[config.mk]
export PLATFORM = sky130hd
export DESIGN_NAME = rhsi_div
export DESIGN_NICKNAME = d
export VERILOG_FILES = /design/src/rtl/rhsi_div.sv
export SDC_FILE = /design/constraint.sdc
export NUM_CORES = 1
export LEC_CHECK = 0
export BUFFER_PORTS_ARGS = -buffer_cell sky130_fd_sc_hd__buf_2
export CAP_MARGIN = 20
export CORE_MARGIN = 2
export CORE_UTILIZATION = 40
export CTS_BUF_LIST = sky130_fd_sc_hd__clkbuf_16
export DETAILED_ROUTE_END_ITERATION = 12
export SYNTH_ARGS = -nofsm -noshare
export SYNTH_HDL_FRONTEND = slang
export SYNTH_SLANG_ARGS = --single-unit
[constraint.sdc]
create_clock -name clk -period 5.6 [get_ports clk]
set_input_delay 1.12 -clock clk [delete_from_list [all_inputs] [get_ports clk]]
set_output_delay 1.12 -clock clk [all_outputs]
set_load 0.1 [all_outputs]
[src/rtl/rhsi_div.sv]
// ----------------------------------------------------------------------------
// rhsi_div
// Pipelined restoring divider, one quotient bit per stage, with side payload.
// Needs num < den * 2**Q_W.
// ----------------------------------------------------------------------------
module rhsi_div #(
    parameter int NUM_W  = 18,
    parameter int DEN_W  = 10,
    parameter int Q_W    = 8,
    parameter int SIDE_W = 1
) (
    input  logic              clk,
    input  logic              rst_n,
    input  logic              in_valid,
    input  logic [NUM_W-1:0]  num,
    input  logic [DEN_W-1:0]  den,
    input  logic [SIDE_W-1:0] in_side,
    output logic              out_valid,
    output logic [Q_W-1:0]    quot,
    output logic [SIDE_W-1:0] out_side
);

    localparam int W = (NUM_W > DEN_W + Q_W) ? NUM_W : DEN_W + Q_W;

    logic              vld_reg  [Q_W];
    logic [Q_W-1:0]    q_reg    [Q_W];
    logic [SIDE_W-1:0] side_reg [Q_W];
    logic [W-1:0]      rem_reg  [Q_W-1];
    logic [DEN_W-1:0]  den_reg  [Q_W-1];

    for (genvar i = 0; i < Q_W; i++)
    begin : g_stage
        logic              vld_src;
        logic [W-1:0]      rem_src;
        logic [Q_W-1:0]    q_src;
        logic [DEN_W-1:0]  den_src;
        logic [SIDE_W-1:0] side_src;
        logic [W-1:0]      trial;
        logic              fits;

        // stage inputs
        if (i == 0)
        begin : g_first
            assign vld_src  = in_valid;
            assign rem_src  = W'(num);
            assign q_src    = '0;
            assign den_src  = den;
            assign side_src = in_side;
        end
        else
        begin : g_next
            assign vld_src  = vld_reg[i-1];
            assign rem_src  = rem_reg[i-1];
            assign q_src    = q_reg[i-1];
            assign den_src  = den_reg[i-1];
            assign side_src = side_reg[i-1];
        end

        // trial subtract for this quotient bit
        assign trial = W'(den_src) << (Q_W - 1 - i);
        assign fits  = (rem_src >= trial);

        always_ff @(posedge clk or negedge rst_n)
        begin
            if (!rst_n)
                vld_reg[i] <= 1'b0;
            else
                vld_reg[i] <= vld_src;
        end

        always_ff @(posedge clk)
        begin
            q_reg[i]    <= fits ? (q_src | (Q_W'(1) << (Q_W - 1 - i))) : q_src;
            side_reg[i] <= side_src;
        end

        // remainder and divisor are not needed after the last bit
        if (i < Q_W - 1)
        begin : g_keep
            always_ff @(posedge clk)
            begin
                rem_reg[i] <= fits ? (rem_src - trial) : rem_src;
                den_reg[i] <= den_src;
            end
        end
    end

    assign out_valid = vld_reg[Q_W-1];
    assign quot      = q_reg[Q_W-1];
    assign out_side  = side_reg[Q_W-1];

endmodule

==> qor.csv <==
metric,value,unit
area_delta_synth_final,13.67,%
synth_area,0.01012,mm²
synth_cell_type_count,63,
max_stage_delay,660,ps
grt.overflow.total,0,
h-tree-depth,1,
gp_congestion,0.7916,
relSlewSlack,0.4951,
synthArstFlopShare,0.03226,
finalNonFillerCells,1423,
initial_utilization,0.4040,
post_cts_buffers,0,
clock.fmax,312.1,MHz
hold_violations,0,
drtPass1Iterations,4,
worstHoldStart,q_reg[0][21],
critical_path_class,flip-flop to flip-flop,
p_leak,0.005183,µW
tns,0,ps
hold_ws,320.2,ps
vias,6869,
skew,14.32,ps
io_buffers,41,
period_share,0.5722,
reg2reg_from,den_reg[2][2],
post-route-drc-count,0,
hp-class,flip-flop to flip-flop,
cap_violations,0,
ant_nets,0,
antenna_cells,0,
cp.arrival,3590,ps
post-route-min-period,3204,ps
cts_buffers,28,
cts_num_sinks,248,
fill_cells,2402,
grt_setup_unrepaired,false,
setup_violations,0,
worst_pin_slew,750.4,ps
hold_buffers,0,
grt_pass1_wl,30720,µm
synth_edf_count,0,
cts-resized-gates,0,
syn_inst,1013,
worstPathRequired,5980,ps
status,finished clean,
cts_buffer_depth,3,
critPathMaxFanout,21,
yosysWarnings,0,
synth_seq_cells,248,
multi_input_area,0.004616,mm²
cts.clk_slew.worst_paths,60,ps
antenna_found_initial,0,
slew_viol_final,0,
finalInstanceArea,0.01150,mm²
syn_avg_cell_area,9.986,µm²
drive_gt1_frac,0.1134,
synth-seq-area-share,0.4947,
cp_slowest_cell,nand3_1,
row_count,58,
critPathCaptureType,flip-flop,
io_pins,42,
ir_worst_vdd,0.2317,mV
die_w,163.0,µm
post_dp_cell_area,0.01066,mm²
worstSetupStartpoint,den_reg[2][2],
final_util,0.4593,
routed_wl,17740,µm
nets,1190,
clk_latency,530,ps
synth_nets,1132,
grt_usage,0.1383,
coreArea,0.02504,mm²
via_per_inst,4.827,
powerDensity,562.1,mW/mm²
register_area,0.005005,mm²
die_h,163.0,µm
wire_per_inst,12.47,µm
grt_pass1_vias,6865,
die_area,0.02658,mm²
cp-start-kind,flip-flop,
drt_iter0_drc,236,
hpwlAfterDp,13520,µm
yosys_most_used_dff,dfxtp_1,
largest_reg_flops,126,
place_inst,1371,
path_cells,"inv_1, ha_1, nor2b_1, o31ai_1, a211oi_1, o21ai_0, nand3_1, o311ai_0, o22ai_1",
cts.root.buffer_cell,clkbuf_16,
cts_tree,built,
grt_max_degree,22,
[power breakdown]
part | total, µW | internal (µW) | switching, µW
clock | 1610 | 933 | 678
combinational | 2370 | 1090 | 1290
sequential | 2480 | 2240 | 244
total | 6460 | 4250 | 2210
[worst max-delay path, delay by kind of cell, from the launching register on]
| family | cells | cell delay, ps |
|---|---|---|
| adder cells (fa/ha/maj) | 1 | 330 |
| flip-flops | 1 | 320 |
| buffers and inverters | 1 | 40 |
| AO/OA/AOI/OAI | 5 | 1520 |
| AND/OR/NAND/NOR | 2 | 830 |
[layer usage]
| metal | routed length (µm) | vias up | global-route usage |
|---|---|---|---|
| li1 | - | 3606 | - |
| met1 | 7759 | 3122 | 0.1582 |
| met2 | 8706 | 97 | 0.2544 |
| met3 | 595 | 44 | 0.02514 |
| met4 | 681 | 0 | 0.05430 |
| met5 | 0 | - | 0 |
[through the flow]
stage	power, µW	setup slack, ps
2_1_floorplan	4416	2580
3_3_place_gp	4834	2174
3_5_place_dp	4874	2141
4_1_cts	6529	2428
5_1_grt	6974	2158
6_report	6463	2396
[Yosys cell counts, types with 8 or more instances]
master,n,area (µm²)
nor4_1,12,75.07
nor2b_1,15,93.84
a21oi_1,76,380.4
nand3_1,11,55.05
a211oi_1,9,67.56
ha_1,80,1001
a31oi_1,9,56.30
mux2_2,21,236.5
nor2_1,84,315.3
xor2_1,19,166.4
nand2_1,49,183.9
inv_1,108,405.4
a21o_1,19,142.6
dfrtp_1,8,200.2
xnor2_1,37,324.1
o211ai_1,8,60.06
nand4_1,10,62.56
o21ai_0,43,215.2
o21a_1,12,90.09
dfxtp_1,240,4805
nand2b_1,15,93.84
nor3_1,23,115.1
[cell families after synthesis]
family          count (synthesis)  share of synthesized area
fa+ha+maj                      87                     0.1128
xor+xnor                       56                    0.04848
mux                            33                    0.03698
simple gates                  250                     0.1205
buf+inv                       123                    0.04898
compound gates                216                     0.1375
flops                         248                     0.4947
[worst paths after layout]
path,to,slack [ps],cells after the start
setup / recovery,rem_reg[3][13],2400,9
hold / removal,q_reg[0][29],320,0
setup reg to reg,rem_reg[3][13],2400,9
hold reg to reg,q_reg[0][29],320,0
max in group asynchronous,g_stage[5].vld_src,5020,1
min in group asynchronous,g_stage[2].vld_src,430,1
[cell type report]
type	count	area share
Sequential cell	248	0.4353
Multi-Input combinational cell	642	0.4014
Clock buffer	29	0.06311
Tap cell	330	0.03591
Inverter	108	0.03526
Timing Repair Buffer	43	0.01915
Clock inverter	23	0.009902
[cells in the final DEF, fill, tap and decap left out, types with 4 or more instances in the layout]
cell type	instances
dfxtp_1	240
inv_1	110
nor2_1	84
ha_1	80
a21oi_1	76
nand2_1	49
o21ai_0	43
buf_2	41
xnor2_1	37
clkbuf_16	29
nor3_1	23
mux2_2	21
a21o_1	19
xor2_1	19
nor2b_1	15
nand2b_1	15
o21a_1	12
nor4_1	12
nand3_1	11
nand4_1	10
clkinv_1	10
a31oi_1	9
a211oi_1	9
clkinv_2	9
o211ai_1	8
dfrtp_1	8
or3_1	7
mux2i_1	7
fa_1	7
o31ai_1	6
or2_2	5
or4_1	4
a41o_1	4
a211o_1	4
(Power assumes the default switching activity.)
