==> src/rtl/rhsi_sqrt.sv <==
// ----------------------------------------------------------------------------
// rhsi_sqrt
// Pipelined integer square root, one root bit per stage, with side payload.
// ----------------------------------------------------------------------------
module rhsi_sqrt #(
    parameter int IN_W   = 33,
    parameter int RES_W  = 17,
    parameter int SIDE_W = 1
) (
    input  logic              clk,
    input  logic              rst_n,
    input  logic              in_valid,
    input  logic [IN_W-1:0]   x,
    input  logic [SIDE_W-1:0] in_side,
    output logic              out_valid,
    output logic [RES_W-1:0]  root,
    output logic [SIDE_W-1:0] out_side
);

    localparam int W = 2 * RES_W + 1;

    logic              vld_reg  [RES_W];
    logic [W-1:0]      res_reg  [RES_W];
    logic [SIDE_W-1:0] side_reg [RES_W];
    logic [W-1:0]      x_reg    [RES_W-1];

    for (genvar i = 0; i < RES_W; i++)
    begin : g_stage
        logic              vld_src;
        logic [W-1:0]      x_src;
        logic [W-1:0]      res_src;
        logic [SIDE_W-1:0] side_src;
        logic [W-1:0]      trial;
        logic              fits;

        // stage inputs
        if (i == 0)
        begin : g_first
            assign vld_src  = in_valid;
            assign x_src    = W'(x);
            assign res_src  = '0;
            assign side_src = in_side;
        end
        else
        begin : g_next
            assign vld_src  = vld_reg[i-1];
            assign x_src    = x_reg[i-1];
            assign res_src  = res_reg[i-1];
            assign side_src = side_reg[i-1];
        end

        // test the next power of four
        assign trial = res_src + (W'(1) << (2 * (RES_W - 1 - i)));
        assign fits  = (x_src >= trial);

        always_ff @(posedge clk or negedge rst_n)
        begin
            if (!rst_n)
                vld_reg[i] <= 1'b0;
            else
                vld_reg[i] <= vld_src;
        end

        always_ff @(posedge clk)
        begin
            res_reg[i]  <= fits ? ((res_src >> 1) + (W'(1) << (2 * (RES_W - 1 - i))))
                                : (res_src >> 1);
            side_reg[i] <= side_src;
        end

        if (i < RES_W - 1)
        begin : g_keep
            always_ff @(posedge clk)
            begin
                x_reg[i] <= fits ? (x_src - trial) : x_src;
            end
        end
    end

    assign out_valid = vld_reg[RES_W-1];
    assign root      = res_reg[RES_W-1][RES_W-1:0];
    assign out_side  = side_reg[RES_W-1];

endmodule

==> config.mk <==
export PLATFORM = sky130hd
export DESIGN_NAME = rhsi_sqrt
export DESIGN_NICKNAME = d
export VERILOG_FILES = /design/src/rtl/rhsi_sqrt.sv
export SDC_FILE = /design/constraint.sdc
export NUM_CORES = 1
export LEC_CHECK = 0
export BUFFER_PORTS_ARGS = -buffer_cell sky130_fd_sc_hd__buf_4
export CAP_MARGIN = 20
export CORE_MARGIN = 2
export CORE_UTILIZATION = 54
export CTS_CLUSTER_SIZE = 16
export DETAILED_ROUTE_END_ITERATION = 8
export PLACE_DENSITY = 0.7
export SYNTH_ARGS = -nofsm -noshare
export SYNTH_HDL_FRONTEND = slang
export SYNTH_SLANG_ARGS = --single-unit
==> constraint.sdc <==
create_clock -name clk -period 3.2 [get_ports clk]
set_input_delay 0.16 -clock clk [delete_from_list [all_inputs] [get_ports clk]]
set_output_delay 0.16 -clock clk [all_outputs]
set_load 0.02 [all_outputs]
==> impl_results.md <==
- Run status: complete, no violations
- Crit-path leading delay family: simple AND/OR/NAND/NOR gates
- Setup Viol. Count Final: 0
- Synth area leader: dfxtp_1
- Reg-to-reg endpoint: x_reg[1][234]
- Critical path type: register to register
- Seq/Total Area, Yosys: roughly 56%
- Port bufs: 55
- Antenna cells: 0
- Critical Path RT: 3.68 ns
- Worst Hold End: x_reg[0][13]
- Area grow syn2layout: 15.3%
- Detailed placement HPWL: about 41 mm
- Vias/cell: between 5 and 6
- Fraction of layout cells with a size suffix above 1: under 10%
- Reg2Reg Setup Slack: ~0.12 ns
- Worst min path class: input port to register
- FILL cells: approximately 3900
- WL final: approximately 54 mm
- CP Max Fanout: 8
- Top FF cell, synth: dfxtp_1
- GRT overflow: 0
- Clock tree root buffer cell: clkbuf_16
- TritonCTS Buffers: 74
- Slack of the critical path: around 0.12 ns
- Placed cell area: about 28000 µm²
- Peak VDD IR: roughly 0.58 mV
- Max Slew Vio Count: 0
- Commonest cells in the netlist: dfxtp_1 (729), inv_1 (199), nand2_1 (168), ha_1 (166), nor2_1 (149)
- TritonRoute pass-1 iters: 7
- Cells after Synth: 2593
- WP buf/inv: 2
- Leak: around 14 nW
- Number of synthesized register bits: between 700 and 800
- Clock transition at path regs: about 0.06 ns
- Pwr/cell area: between 800 and 900 nW/µm²
- IO Pins: 56
- Clock latency on the worst-skew pair: 0.60 ns
- Antenna viol nets, final: 0
- Die area: approximately 52000 µm²
- Max reg flops: roughly 560
- Slowest CP cell: or4_1
- Setup Fix Bufs, Post-CTS: 0
- Count of flip-flops with a built-in enable after synthesis: 0
- Arrival @ worst endpoint: 3.56 ns
- Tmin final: 3.08 ns
- CTS tree: done
- Critical R2R Launch: res_reg[13][17]
- Cell total after placement: 3303
- Setup Skew: 0.0153 ns
- Least-Margin Pin Slew: roughly 1 ns
- Crit-path cells: inv_1 -> ha_1 -> nand3_1 -> nor4_2 -> a21oi_1 -> o211ai_1 -> o21ai_2 -> inv_2 -> o21ai_4 -> or4_1 -> xnor2_1
- Max transition margin: approximately 32%
- Pin count of the biggest net entering global routing: 27
- # Max-Cap Violations: 0
- Most common cell in the netlist: dfxtp_1
- Drt initial violations: between 800 and 900
- Number of cell rows: between 80 and 90
- Hold_ws: 0.196 ns
- Min-delay src: x[13]
- WHS Path Cells: 2
- Drt wl/cell: between 15 and 20 µm
- Synth top area cells: dfxtp_1 (54%), ha_1 (7.7%), xor2_1 (4.0%), xnor2_1 (3.5%), inv_1 (2.8%)
- Met1 wire length: around 21 mm
- Routability Congestion: around 0.9
- FFs w/ async S/R, synth: under 10%
- Initial antenna violation count: 0
- Reg2reg path depth: 11
- Vias in the first global route: about 19000
- Top Layer Used: met4
- First-pass GRT wire length: around 89 mm
- Hold Fails Final Rpt: 0
- Final std cells w/o fill: between 3000 and 4000
- Die height: approximately 230 µm
- Cell Area, Synth: around 27000 µm²
- Pre-CTS setup slack: approximately 0.048 ns
- WL met3: approximately 1.6 mm
- Yosys warns: 0
- Avg Inst Size Synth: 10.4 µm²
- Final instance area: between 30000 and 40000 µm²
- Synth top area share: a little over half
- H-tree Lvls: 3
- Vias: 18300
- Tcrit/Tclk final: approximately 96%
- Core footprint: between 40000 and 50000 µm²
- Sink Count: 746
- DRC viols: 0
- Max Clock Freq: about 0.32 GHz
- Synth unique cells: between 80 and 90
- CP max stage delay: roughly 0.51 ns
- Metal2 WL: 29.1 mm
- Total GRT Usage: a little over a fifth
- Startpoint types: register
- Chip width: 228 µm
- Kind of end point of the critical path: register
- Initial Util: between 50% and 60%
- CTS Buffer Depth: 3
- Nets: about 3000
- Post-layout util: between 60% and 70%
==> final cells by class <==
type / instances / area (µm²) / share of cell area [%]
clock buffer: 101 / 2150 / 6.88
clock inverter: 32 / 315 / 1.01
inverter: 202 / 758 / 2.43
multi-input combinational: 1607 / 11100 / 35.6
sequential: 746 / 15000 / 48.2
tap: 664 / 831 / 2.66
timing repair buffer: 121 / 1000 / 3.21
==> cell usage in the layout (no fill, tap or decap), types with 17 or more instances in the layout <==
| master | instances |
|---|---|
| a21o_1 | 47 |
| a21oi_1 | 130 |
| buf_4 | 84 |
| clkbuf_16 | 76 |
| clkinv_2 | 18 |
| dfrtp_1 | 17 |
| dfxtp_1 | 729 |
| dlygate4sd3_1 | 37 |
| ha_1 | 166 |
| inv_1 | 199 |
| nand2_1 | 168 |
| nand2b_1 | 35 |
| nand3_1 | 48 |
| nand4_1 | 27 |
| nor2_1 | 149 |
| nor2b_1 | 26 |
| nor3_1 | 66 |
| nor4_1 | 82 |
| o21a_1 | 31 |
| o21ai_0 | 125 |
| o31ai_1 | 17 |
| or3_1 | 19 |
| or4_1 | 25 |
| xnor2_1 | 109 |
| xor2_1 | 122 |
==> per-layer routing <==
metal / vias to the layer above / global-route usage, %
li1: 9282 / -
met3: 157 / 3.43
met4: 0 / 10.8
met5: - / 0
met1: 8497 / 21.0
met2: 330 / 41.2
==> where the power goes <==
part / switching, W / leakage (nW) / internal (W)
logic: 0.00307 / 6.89 / 0.00276
registers: 0.00150 / 6.31 / 0.0113
clock network: 0.00347 / 1.22 / 0.00505
==> logic make-up after synthesis <==
| group | Yosys count | share of synthesized area [%] |
|---|---|---|
| AOI/OAI and AO/OA | 439 | 10.3 |
| DFF | 746 | 55.6 |
| muxes | 27 | 1.08 |
| and+or+nand+nor | 742 | 14.5 |
| other | 1 | 0.0139 |
| buffers and inverters | 241 | 3.43 |
| adders and majority gates | 166 | 7.68 |
| xor gates and xnor gates | 231 | 7.48 |
==> through the flow <==
step / setup TNS (ns) / total power [W]
finish: 0 / 0.0271
global route: -0.160 / 0.0287
CTS: 0 / 0.0273
detailed placement: 0 / 0.0187
global placement: 0 / 0.0185
floorplan: 0 / 0.0171
==> repair_timing <==
action	CTS	global route
endpoints found under the setup margin	0	8
hold buffers	37	0
resized for setup	0	2
hold endpoints to repair	52	0
==> how the worst max path moves through the flow <==
stage	startpoint	endpoint	slack, ns	cells past startpoint
2_1_floorplan	res_reg[8][19]	x_reg[1][69]	0.64	10
3_3_place_gp	res_reg[8][17]	x_reg[1][69]	0.08	10
3_5_place_dp	res_reg[13][17]	x_reg[1][234]	0.05	11
4_1_cts	res_reg[13][17]	x_reg[1][234]	0.03	11
5_1_grt	res_reg[13][17]	x_reg[1][239]	-0.09	11
6_report	res_reg[13][17]	x_reg[1][234]	0.12	11
No activity file was read; power rests on OpenSTA's default activity.
